## src/sv/afsk_pkg.sv

```systemverilog
// Shared types and constants for the AFSK NRZI tone modulator.
// Depends on nothing; used by the top level and the testbench.
`default_nettype none

package afsk_pkg;

   // Request kinds carried in req_tuser.
   typedef enum logic [1:0] {
      CMD_WRITE = 2'd0,
      CMD_START = 2'd1,
      CMD_TICK  = 2'd2
   } cmd_type;

   // Configuration register indexes.
   typedef enum logic [1:0] {
      CSR_FRAME_BITS = 2'd0,
      CSR_SAMPLES    = 2'd1,
      CSR_MARK_STEP  = 2'd2,
      CSR_SPACE_STEP = 2'd3
   } csr_index_type;

   // Sequencer states, one-hot.
   typedef enum logic [1:0] {
      ST_IDLE = 2'b01,
      ST_EXEC = 2'b10
   } state_type;

   localparam int FRAME_W   = 12;
   localparam int SAMPLE_W  = 10;
   localparam int STEP_W    = 8;
   localparam int PHASE_W   = 8;
   localparam int BYTE_W    = 8;
   localparam int CSR_W     = 12;

   localparam logic [SAMPLE_W-1:0] SAMPLES_RESET    = 10'd39;
   localparam logic [STEP_W-1:0]   MARK_STEP_RESET  = 8'd6;
   localparam logic [STEP_W-1:0]   SPACE_STEP_RESET = 8'd12;

endpackage

`default_nettype wire

```

## src/sv/afsk_ram.sv

```systemverilog
// Generic single-port-write, single-port-read RAM with a registered read.
// Depends on nothing.
`default_nettype none

module afsk_ram #(
   parameter int WIDTH  = 8,
   parameter int DEPTH  = 256,
   parameter int ADDR_W = 8
) (
   input  wire logic              clock,
   input  wire logic              wr_en,
   input  wire logic [ADDR_W-1:0] wr_addr,
   input  wire logic [WIDTH-1:0]  wr_data,
   input  wire logic [ADDR_W-1:0] rd_addr,
   output logic      [WIDTH-1:0]  rd_data
);

   logic [WIDTH-1:0] mem_ff [DEPTH];

   always_ff @(posedge clock) begin
      if (wr_en) begin
         mem_ff[wr_addr] <= wr_data;
      end
      rd_data <= mem_ff[rd_addr];
   end

endmodule

`default_nettype wire

```

## src/sv/afsk_nrzi_tone_modulator_unit.sv

```systemverilog
// Top level of the AFSK NRZI tone modulator: packet store, tone sequencer, ports.
// Depends on afsk_pkg and afsk_ram.
`default_nettype none

// Channel   Direction  Handshake                 Payload
// req_      in         req_tvalid / req_tready   tdata: byte_index, byte_value; tuser: cmd
// rsp_      out        rsp_tvalid / rsp_tready   tdata: tone_level, busy_res; tlast: frame_done
// csr_      in         csr_we (no wait)          csr_index selects the register, csr_wdata
//
// Each request passes through the idle and exec states: in the cycle it is accepted the
// packet store is read at the current byte address (or written, for a byte write); in the
// next cycle the read data is used and the response register is loaded. The store's read
// is registered; no new request is taken until the sequencer is back in idle. Reset is
// synchronous and clears the control state except the request kind; the packet store is
// not cleared. A stalled response holds the sequencer: no request is taken while it waits.

module afsk_nrzi_tone_modulator_unit #(
   parameter int PACKET_BYTES = 256
) (
   input  wire logic        clock,
   input  wire logic        reset,
   // Request channel
   input  wire logic        req_tvalid,
   output logic             req_tready,
   input  wire logic [15:0] req_tdata,   // [7:0] byte_index, [15:8] byte_value
   input  wire logic [1:0]  req_tuser,   // [1:0] cmd
   // Response channel
   output logic             rsp_tvalid,
   input  wire logic        rsp_tready,
   output logic [7:0]       rsp_tdata,   // [0] tone_level, [1] busy_res, [7:2] zero
   output logic             rsp_tlast,   // frame_done
   // Configuration port
   input  wire logic        csr_we,
   input  wire logic [1:0]  csr_index,
   input  wire logic [afsk_pkg::CSR_W-1:0] csr_wdata
);

   // Address width of the packet store; at least one bit.
   localparam int ADDR_W = (PACKET_BYTES > 1) ? $clog2(PACKET_BYTES) : 1;
   localparam logic [ADDR_W-1:0] ADDR_LAST = ADDR_W'(PACKET_BYTES - 1);

   // Configuration registers.
   logic [afsk_pkg::FRAME_W-1:0]  frame_bits_ff;
   logic [afsk_pkg::SAMPLE_W-1:0] samples_ff;
   logic [afsk_pkg::STEP_W-1:0]   mark_step_ff;
   logic [afsk_pkg::STEP_W-1:0]   space_step_ff;

   // Modulator state.
   afsk_pkg::state_type            state_ff, state_in;
   afsk_pkg::cmd_type              cmd_ff, cmd_in;
   logic [afsk_pkg::PHASE_W-1:0]   phase_ff, phase_in;
   logic                           space_ff, space_in;
   logic [afsk_pkg::FRAME_W-1:0]   bitpos_ff, bitpos_in;
   logic [afsk_pkg::SAMPLE_W-1:0]  count_ff, count_in;
   logic [afsk_pkg::BYTE_W-1:0]    shift_ff, shift_in;
   logic                           running_ff, running_in;
   logic                           level_ff, level_in;
   logic [ADDR_W-1:0]              addr_ff, addr_in;

   // Response register.
   logic                           rsp_valid_ff, rsp_valid_in;
   logic                           rsp_level_ff, rsp_busy_ff, rsp_done_ff;
   logic                           done_in;

   // Packet store interface.
   logic                           req_accept;
   logic                           ram_we;
   logic [afsk_pkg::BYTE_W-1:0]    ram_rd_data;
   logic [7:0]                     req_index;
   logic [7:0]                     req_value;

   // Working values for a tick.
   logic [afsk_pkg::BYTE_W-1:0]    shift_next;
   logic                           space_next;
   logic [afsk_pkg::PHASE_W-1:0]   phase_next;
   logic [afsk_pkg::SAMPLE_W-1:0]  count_inc;
   logic [afsk_pkg::FRAME_W-1:0]   bitpos_inc;

   assign req_index = req_tdata[7:0];
   assign req_value = req_tdata[15:8];

   // A request is taken only while the sequencer is idle and the response slot is
   // empty or being emptied at this edge.
   assign req_tready = (state_ff == afsk_pkg::ST_IDLE) && (!rsp_valid_ff || rsp_tready);
   assign req_accept = req_tvalid && req_tready;

   // Byte writes beyond the store are dropped.
   assign ram_we = req_accept && (afsk_pkg::cmd_type'(req_tuser) == afsk_pkg::CMD_WRITE)
                   && (32'(req_index) < PACKET_BYTES);

   // The store is read every cycle at the current byte address, so the data is ready
   // in the cycle after a request is accepted.
   afsk_ram #(
      .WIDTH  (afsk_pkg::BYTE_W),
      .DEPTH  (PACKET_BYTES),
      .ADDR_W (ADDR_W)
   ) u_packet_store (
      .clock   (clock),
      .wr_en   (ram_we),
      .wr_addr (ADDR_W'(req_index)),
      .wr_data (req_value),
      .rd_addr (addr_ff),
      .rd_data (ram_rd_data)
   );

   // Configuration writes.
   always_ff @(posedge clock) begin
      if (reset) begin
         frame_bits_ff <= '0;
         samples_ff    <= afsk_pkg::SAMPLES_RESET;
         mark_step_ff  <= afsk_pkg::MARK_STEP_RESET;
         space_step_ff <= afsk_pkg::SPACE_STEP_RESET;
      end else if (csr_we) begin
         unique case (afsk_pkg::csr_index_type'(csr_index))
            afsk_pkg::CSR_FRAME_BITS: frame_bits_ff <= csr_wdata[afsk_pkg::FRAME_W-1:0];
            afsk_pkg::CSR_SAMPLES:    samples_ff    <= csr_wdata[afsk_pkg::SAMPLE_W-1:0];
            afsk_pkg::CSR_MARK_STEP:  mark_step_ff  <= csr_wdata[afsk_pkg::STEP_W-1:0];
            afsk_pkg::CSR_SPACE_STEP: space_step_ff <= csr_wdata[afsk_pkg::STEP_W-1:0];
            default: ;
         endcase
      end
   end

   // Tick datapath. At the first sample of a bit the next packet bit is brought to
   // the bottom of the shift byte: a fresh byte from the store on a byte boundary,
   // otherwise the previous byte shifted down. A zero bit flips the tone (NRZI).
   always_comb begin
      shift_next = shift_ff;
      space_next = space_ff;
      if (count_ff == '0) begin
         if (bitpos_ff[2:0] == 3'd0) begin
            shift_next = ram_rd_data;
         end else begin
            shift_next = shift_ff >> 1;
         end
         if (!shift_next[0]) begin
            space_next = !space_ff;
         end
      end
      phase_next = phase_ff + (space_next ? space_step_ff : mark_step_ff);
      count_inc  = count_ff + 1'b1;
      bitpos_inc = bitpos_ff + 1'b1;
   end

   // Sequencer: take a request, then act on it once the store data has arrived.
   always_comb begin
      state_in     = state_ff;
      cmd_in       = cmd_ff;
      phase_in     = phase_ff;
      space_in     = space_ff;
      bitpos_in    = bitpos_ff;
      count_in     = count_ff;
      shift_in     = shift_ff;
      running_in   = running_ff;
      level_in     = level_ff;
      addr_in      = addr_ff;
      done_in      = 1'b0;
      rsp_valid_in = rsp_valid_ff && !rsp_tready;

      unique case (state_ff)
         afsk_pkg::ST_IDLE: begin
            if (req_accept) begin
               cmd_in   = afsk_pkg::cmd_type'(req_tuser);
               state_in = afsk_pkg::ST_EXEC;
            end
         end
         afsk_pkg::ST_EXEC: begin
            case (cmd_ff)
               afsk_pkg::CMD_START: begin
                  phase_in   = '0;
                  bitpos_in  = '0;
                  count_in   = '0;
                  space_in   = 1'b0;
                  running_in = 1'b1;
                  addr_in    = '0;
               end
               afsk_pkg::CMD_TICK: begin
                  if (running_ff) begin
                     if (bitpos_ff == frame_bits_ff) begin
                        // Frame end: stop without moving the phase.
                        running_in = 1'b0;
                        done_in    = 1'b1;
                     end else begin
                        shift_in = shift_next;
                        space_in = space_next;
                        phase_in = phase_next;
                        level_in = phase_next[afsk_pkg::PHASE_W-1];
                        count_in = count_inc;
                        if (count_inc == samples_ff) begin
                           count_in  = '0;
                           bitpos_in = bitpos_inc;
                           // Byte address follows bit_position / 8 modulo the store
                           // depth; a wrap of the bit counter restarts it at zero.
                           if (bitpos_inc == '0) begin
                              addr_in = '0;
                           end else if (bitpos_inc[2:0] == 3'd0) begin
                              addr_in = (addr_ff == ADDR_LAST) ? '0 : addr_ff + 1'b1;
                           end
                        end
                     end
                  end
               end
               default: ;
            endcase
            rsp_valid_in = 1'b1;
            state_in     = afsk_pkg::ST_IDLE;
         end
         default: state_in = afsk_pkg::ST_IDLE;
      endcase
   end

   always_ff @(posedge clock) begin
      if (reset) begin
         state_ff     <= afsk_pkg::ST_IDLE;
         phase_ff     <= '0;
         space_ff     <= 1'b0;
         bitpos_ff    <= '0;
         count_ff     <= '0;
         shift_ff     <= '0;
         running_ff   <= 1'b0;
         level_ff     <= 1'b0;
         addr_ff      <= '0;
         rsp_valid_ff <= 1'b0;
      end else begin
         state_ff     <= state_in;
         phase_ff     <= phase_in;
         space_ff     <= space_in;
         bitpos_ff    <= bitpos_in;
         count_ff     <= count_in;
         shift_ff     <= shift_in;
         running_ff   <= running_in;
         level_ff     <= level_in;
         addr_ff      <= addr_in;
         rsp_valid_ff <= rsp_valid_in;
      end
   end

   // Request kind and response payload need no reset.
   always_ff @(posedge clock) begin
      cmd_ff <= cmd_in;
      if (state_ff == afsk_pkg::ST_EXEC) begin
         rsp_level_ff <= level_in;
         rsp_busy_ff  <= running_in;
         rsp_done_ff  <= done_in;
      end
   end

   assign rsp_tvalid = rsp_valid_ff;
   assign rsp_tdata  = {6'd0, rsp_busy_ff, rsp_level_ff};
   assign rsp_tlast  = rsp_done_ff;

endmodule

`default_nettype wire

```

## config.mk

```make
export PLATFORM = sky130hd
export DESIGN_NAME = afsk_nrzi_tone_modulator_unit
export DESIGN_NICKNAME = d
export VERILOG_FILES = /design/src/sv/afsk_pkg.sv /design/src/sv/afsk_ram.sv /design/src/sv/afsk_nrzi_tone_modulator_unit.sv
export SDC_FILE = /design/constraint.sdc
export NUM_CORES = 2
export LEC_CHECK = 0
export BUFFER_PORTS_ARGS = -buffer_cell sky130_fd_sc_hd__buf_4
export CORE_MARGIN = 10
export CORE_UTILIZATION = 57
export DETAILED_ROUTE_END_ITERATION = 8
export HOLD_SLACK_MARGIN = 0.06
export PLACE_DENSITY_LB_ADDON = 0.08
export SETUP_SLACK_MARGIN = 0.15
export SYNTH_ARGS = -nofsm -noshare
export SYNTH_HDL_FRONTEND = slang
export SYNTH_SLANG_ARGS = --single-unit
```

## constraint.sdc

```tcl
create_clock -name clock -period 3.7 [get_ports clock]
set_input_delay 0 -clock clock [delete_from_list [all_inputs] [get_ports clock]]
set_output_delay 0 -clock clock [all_outputs]
set_load 0.005 [all_outputs]
```

==> impl_summary.log <==
INFO  metric nNetsFinal = just under 5000
INFO  metric cell_types_occupying_the_most_area_after_synthesis = sky130_fd_sc_hd__edfxtp_1 (73%), sky130_fd_sc_hd__mux4_2 (14%), sky130_fd_sc_hd__dfxtp_1 (2.3%)
INFO  metric detail_route.wirelength = between 200000 and 250000 um
INFO  metric yosys-top-cells-count = sky130_fd_sc_hd__edfxtp_1 (2053), sky130_fd_sc_hd__mux4_2 (520), sky130_fd_sc_hd__nor2_1 (362)
INFO  metric critical_path.endpoint = u_packet_store.rd_data[4]
INFO  metric boundaryPins = 48
INFO  metric clkTransAtPathRegs = roughly 60 ps
INFO  metric post_synth.cell_area_avg = ~20 um^2
INFO  metric post_route_utilization = 0.661
INFO  metric worst_hold_path_type = in2reg
INFO  metric worst_r2r_path_depth = 8
INFO  metric postSynth.asyncResetShare = 0
INFO  metric ant_nets = 0
INFO  metric synth_largest_type_area_fraction = 0.731
INFO  metric synthFlopType = sky130_fd_sc_hd__edfxtp_1
INFO  metric crit_arrival = approximately 4100 ps
INFO  metric synth.distinct_cells = between 70 and 80
INFO  metric rr_endpoint = u_packet_store.rd_data[4]
INFO  metric max-cap-violations = 0
INFO  metric detail_route.drc_violations = 0
INFO  metric cts_root_buffer = sky130_fd_sc_hd__clkbuf_16
INFO  metric syn_area = ~84000 um^2
INFO  metric grt_max_degree = approximately 130
INFO  metric synthesis.yosys.warnings = 0
INFO  metric crit_path_start_kind = register
INFO  metric area_delta_synth_final = 15.5%
INFO  metric setup-violations-final = 0
INFO  metric pwrdens = 498 nW/um^2
INFO  metric cts.sink_count = 2150
INFO  metric synthCells = 4255
INFO  metric gpl.final_weighted_congestion = 0.875
INFO  metric die-area = about 160000 um^2
INFO  metric final.fill_count = between 9000 and 10000
INFO  metric layout_min_cycle_time = 3410 ps
INFO  metric wl_per_cell = between 30 and 40 um
INFO  metric clockBufferDepth = 3
INFO  metric grt_setup_unrepaired = no
INFO  metric ys_seq_area_frac = 0.754
INFO  metric synth.largest_area_cell = sky130_fd_sc_hd__edfxtp_1
INFO  metric vias = about 45000
INFO  metric core_region_area = approximately 150000 um^2
INFO  metric rr_startpoint = addr_ff[2]
INFO  metric first_pass_iters = 6
INFO  metric worst_pin_slew = about 1300 ps
INFO  metric max-vdd-ir-drop = ~0.00049 V
INFO  metric setup.worst_path.class = reg2reg
INFO  metric post-route-period-util = 0.922
INFO  metric timing.critical_path.to_type = register
INFO  metric starting_density_of_the_core = 0.572
INFO  metric post_route_cells_drive_above_1_share = 0.276
INFO  metric final_max_slew_viol_count = 0
INFO  metric reg2reg_setup_slack = approximately 290 ps
INFO  metric die_height = around 400 um
INFO  metric drt_first_iter_violations = approximately 5500
INFO  metric h_tree_depth_reported_by_cts = 4
INFO  metric clk-insertion-delay-late = between 800 and 900 ps
INFO  metric fp-row-count = roughly 140
INFO  metric largest_family_of_logic_cells_by_synthesized_area = multiplexers
INFO  metric synth_compound_area_frac = 0.0328
INFO  metric synth_most_common_cell = sky130_fd_sc_hd__edfxtp_1
INFO  metric first_pass_grt_wire_length = 322000 um
INFO  metric antenna_found_initial = 6
INFO  metric tritoncts_clock_tree = built
INFO  metric cp-startpoint = addr_ff[2]
INFO  metric detail_route.vias_per_cell = around 6.6
INFO  metric postLayoutSetupSlackWorst = between 200 and 300 ps
INFO  metric grtUsageTotal = 0.272
INFO  metric yosys.area_share.simple = 0.0409
INFO  metric grt_overflow_total = 0
INFO  metric cp.required = 4410 ps
INFO  metric timing.critical_path.fanout_max = 27
INFO  metric synth-xor-area-share = 0.00280
INFO  metric final.setup_skew = ~36 ps
INFO  metric clock.fmax = 293 MHz
INFO  metric hold_viol = 0
INFO  metric synth-adder-area-share = 0.00246
INFO  metric outcome = finished clean
INFO  metric first_global_vias = roughly 45000
INFO  metric muxShareOfSynthArea = 0.151
INFO  metric maxSlewHeadroom = 0.165
INFO  metric floorplan.die.width = approximately 400 um
INFO  metric cts_buffers = 209
INFO  metric dp.final_hpwl = between 100000 and 150000 um
INFO  metric place_ws = -7.60 ps
INFO  metric ys_ff_latch = ~2200
INFO  metric place.port_buffers = 41
INFO  metric static-leakage-power = 0.0308 uW
INFO  metric number_of_enable_flip_flop_cells_after_synthesis = 2053
==> per-layer routing <==
metal  share of wire  up-vias  track usage  wire (um)
met4           0.034        4       0.0854       7500
met1            0.40    23900        0.397      89200
met3           0.094      409       0.0528      20800
li1                -    18600            -          -
met5         0.00012        -            0         26
met2            0.47     2327        0.419     105000
==> cells by family (layout without fill, tap and decap cells) <==
group / count (synthesis) / after routing
compound gates: 391 / 391
xor+xnor: 27 / 27
fa+ha+maj: 16 / 16
buf+inv: 281 / 982
flops: 2150 / 2150
mux: 618 / 618
other cells: 1 / 11
simple gates: 771 / 771
==> stage by stage <==
stage / area [um^2] / TNS (ps) / total power, uW / std cells / hold WS, ps
after floorplan: 84400 / 0 / 27300 / 4260 / 98.9
after global placement: 89900 / 0 / 27900 / 6433 / 191
after detailed placement: 89900 / -14.4 / 27900 / 6433 / 192
after CTS: 97300 / 0 / 48700 / 6890 / 72.4
after global routing: 97400 / 0 / 49800 / 6891 / 133
final: 97400 / 0 / 48500 / 6896 / 110
==> cell usage in the layout (no fill, tap or decap), types with 57 or more instances in the layout <==
cell type / synthesis / final
sky130_fd_sc_hd__edfxtp_1: 2053 / 2053
sky130_fd_sc_hd__mux4_2: 520 / 520
sky130_fd_sc_hd__buf_4: 41 / 455
sky130_fd_sc_hd__nor2_1: 362 / 360
sky130_fd_sc_hd__clkbuf_16: 0 / 213
sky130_fd_sc_hd__nand2_1: 169 / 163
sky130_fd_sc_hd__dfxtp_1: 97 / 91
sky130_fd_sc_hd__mux2i_1: 83 / 82
sky130_fd_sc_hd__dlygate4sd3_1: 0 / 69
sky130_fd_sc_hd__o22ai_1: 61 / 60
sky130_fd_sc_hd__clkinv_1: 0 / 57
==> worst min path at each step <==
stage / from / to / slack [ps] / depth (start not counted)
global placement: req_tuser[1] / cmd_ff[1] / 190 / 1
detailed placement: req_tuser[1] / cmd_ff[1] / 190 / 1
global route: req_tvalid / state_ff[1] / 130 / 4
CTS: req_tvalid / state_ff[1] / 70 / 4
floorplan: req_tuser[0] / cmd_ff[0] / 100 / 0
finish: req_tvalid / state_ff[1] / 110 / 4
==> critical path: stages (launching register included) <==
cell	delay, ps
sky130_fd_sc_hd__dfxtp_4	780
sky130_fd_sc_hd__and2_2	910
sky130_fd_sc_hd__buf_4	370
sky130_fd_sc_hd__a22o_1	240
sky130_fd_sc_hd__o21ai_0	170
sky130_fd_sc_hd__o31ai_1	200
sky130_fd_sc_hd__nor3_1	90
sky130_fd_sc_hd__buf_4	190
sky130_fd_sc_hd__nor4_1	310
==> what timing repair did <==
item / in CTS / in global routing
cloned: 0 / 0
buffers inserted: 2 / 1
pin swaps: 2 / 6
hold buffers: 69 / 0
endpoints found under the hold margin: 1159 / 0
setup endpoints to repair: 4 / 5
resized for setup: 3 / 8
==> final cells by class <==
class | count | area (um^2) | share of cell area
diodes | 5 | 12.5 | 0.000128
clock buffers | 261 | 5540 | 0.0569
well taps | 1930 | 2410 | 0.0248
inverters | 27 | 101 | 0.00104
flip-flops and latches | 2150 | 63600 | 0.653
multi-input cells | 1829 | 19600 | 0.201
clock inverters | 125 | 1190 | 0.0122
repair buffers | 569 | 4960 | 0.0509
==> report_power, final <==
| part | internal, uW | leakage [uW] | switching (uW) |
|---|---|---|---|
| combinational | 180 | 0.00826 | 618 |
| clock | 12000 | 0.00329 | 8940 |
| sequential | 26700 | 0.0192 | 27.8 |
| total | 38900 | 0.0308 | 9590 |
==> registers in the layout, indices dropped and copies added, names as in the netlist, 8 cells and up <==
name	cells
u_packet_store.rd_data	8
mark_step_ff	8
samples_ff	10
space_step_ff	8
addr_ff	8
count_ff	10
bitpos_ff	12
phase_ff	8
frame_bits_ff	12
u_packet_store.mem_ff	2048
Note: power is estimated with default switching activity, not from simulation.
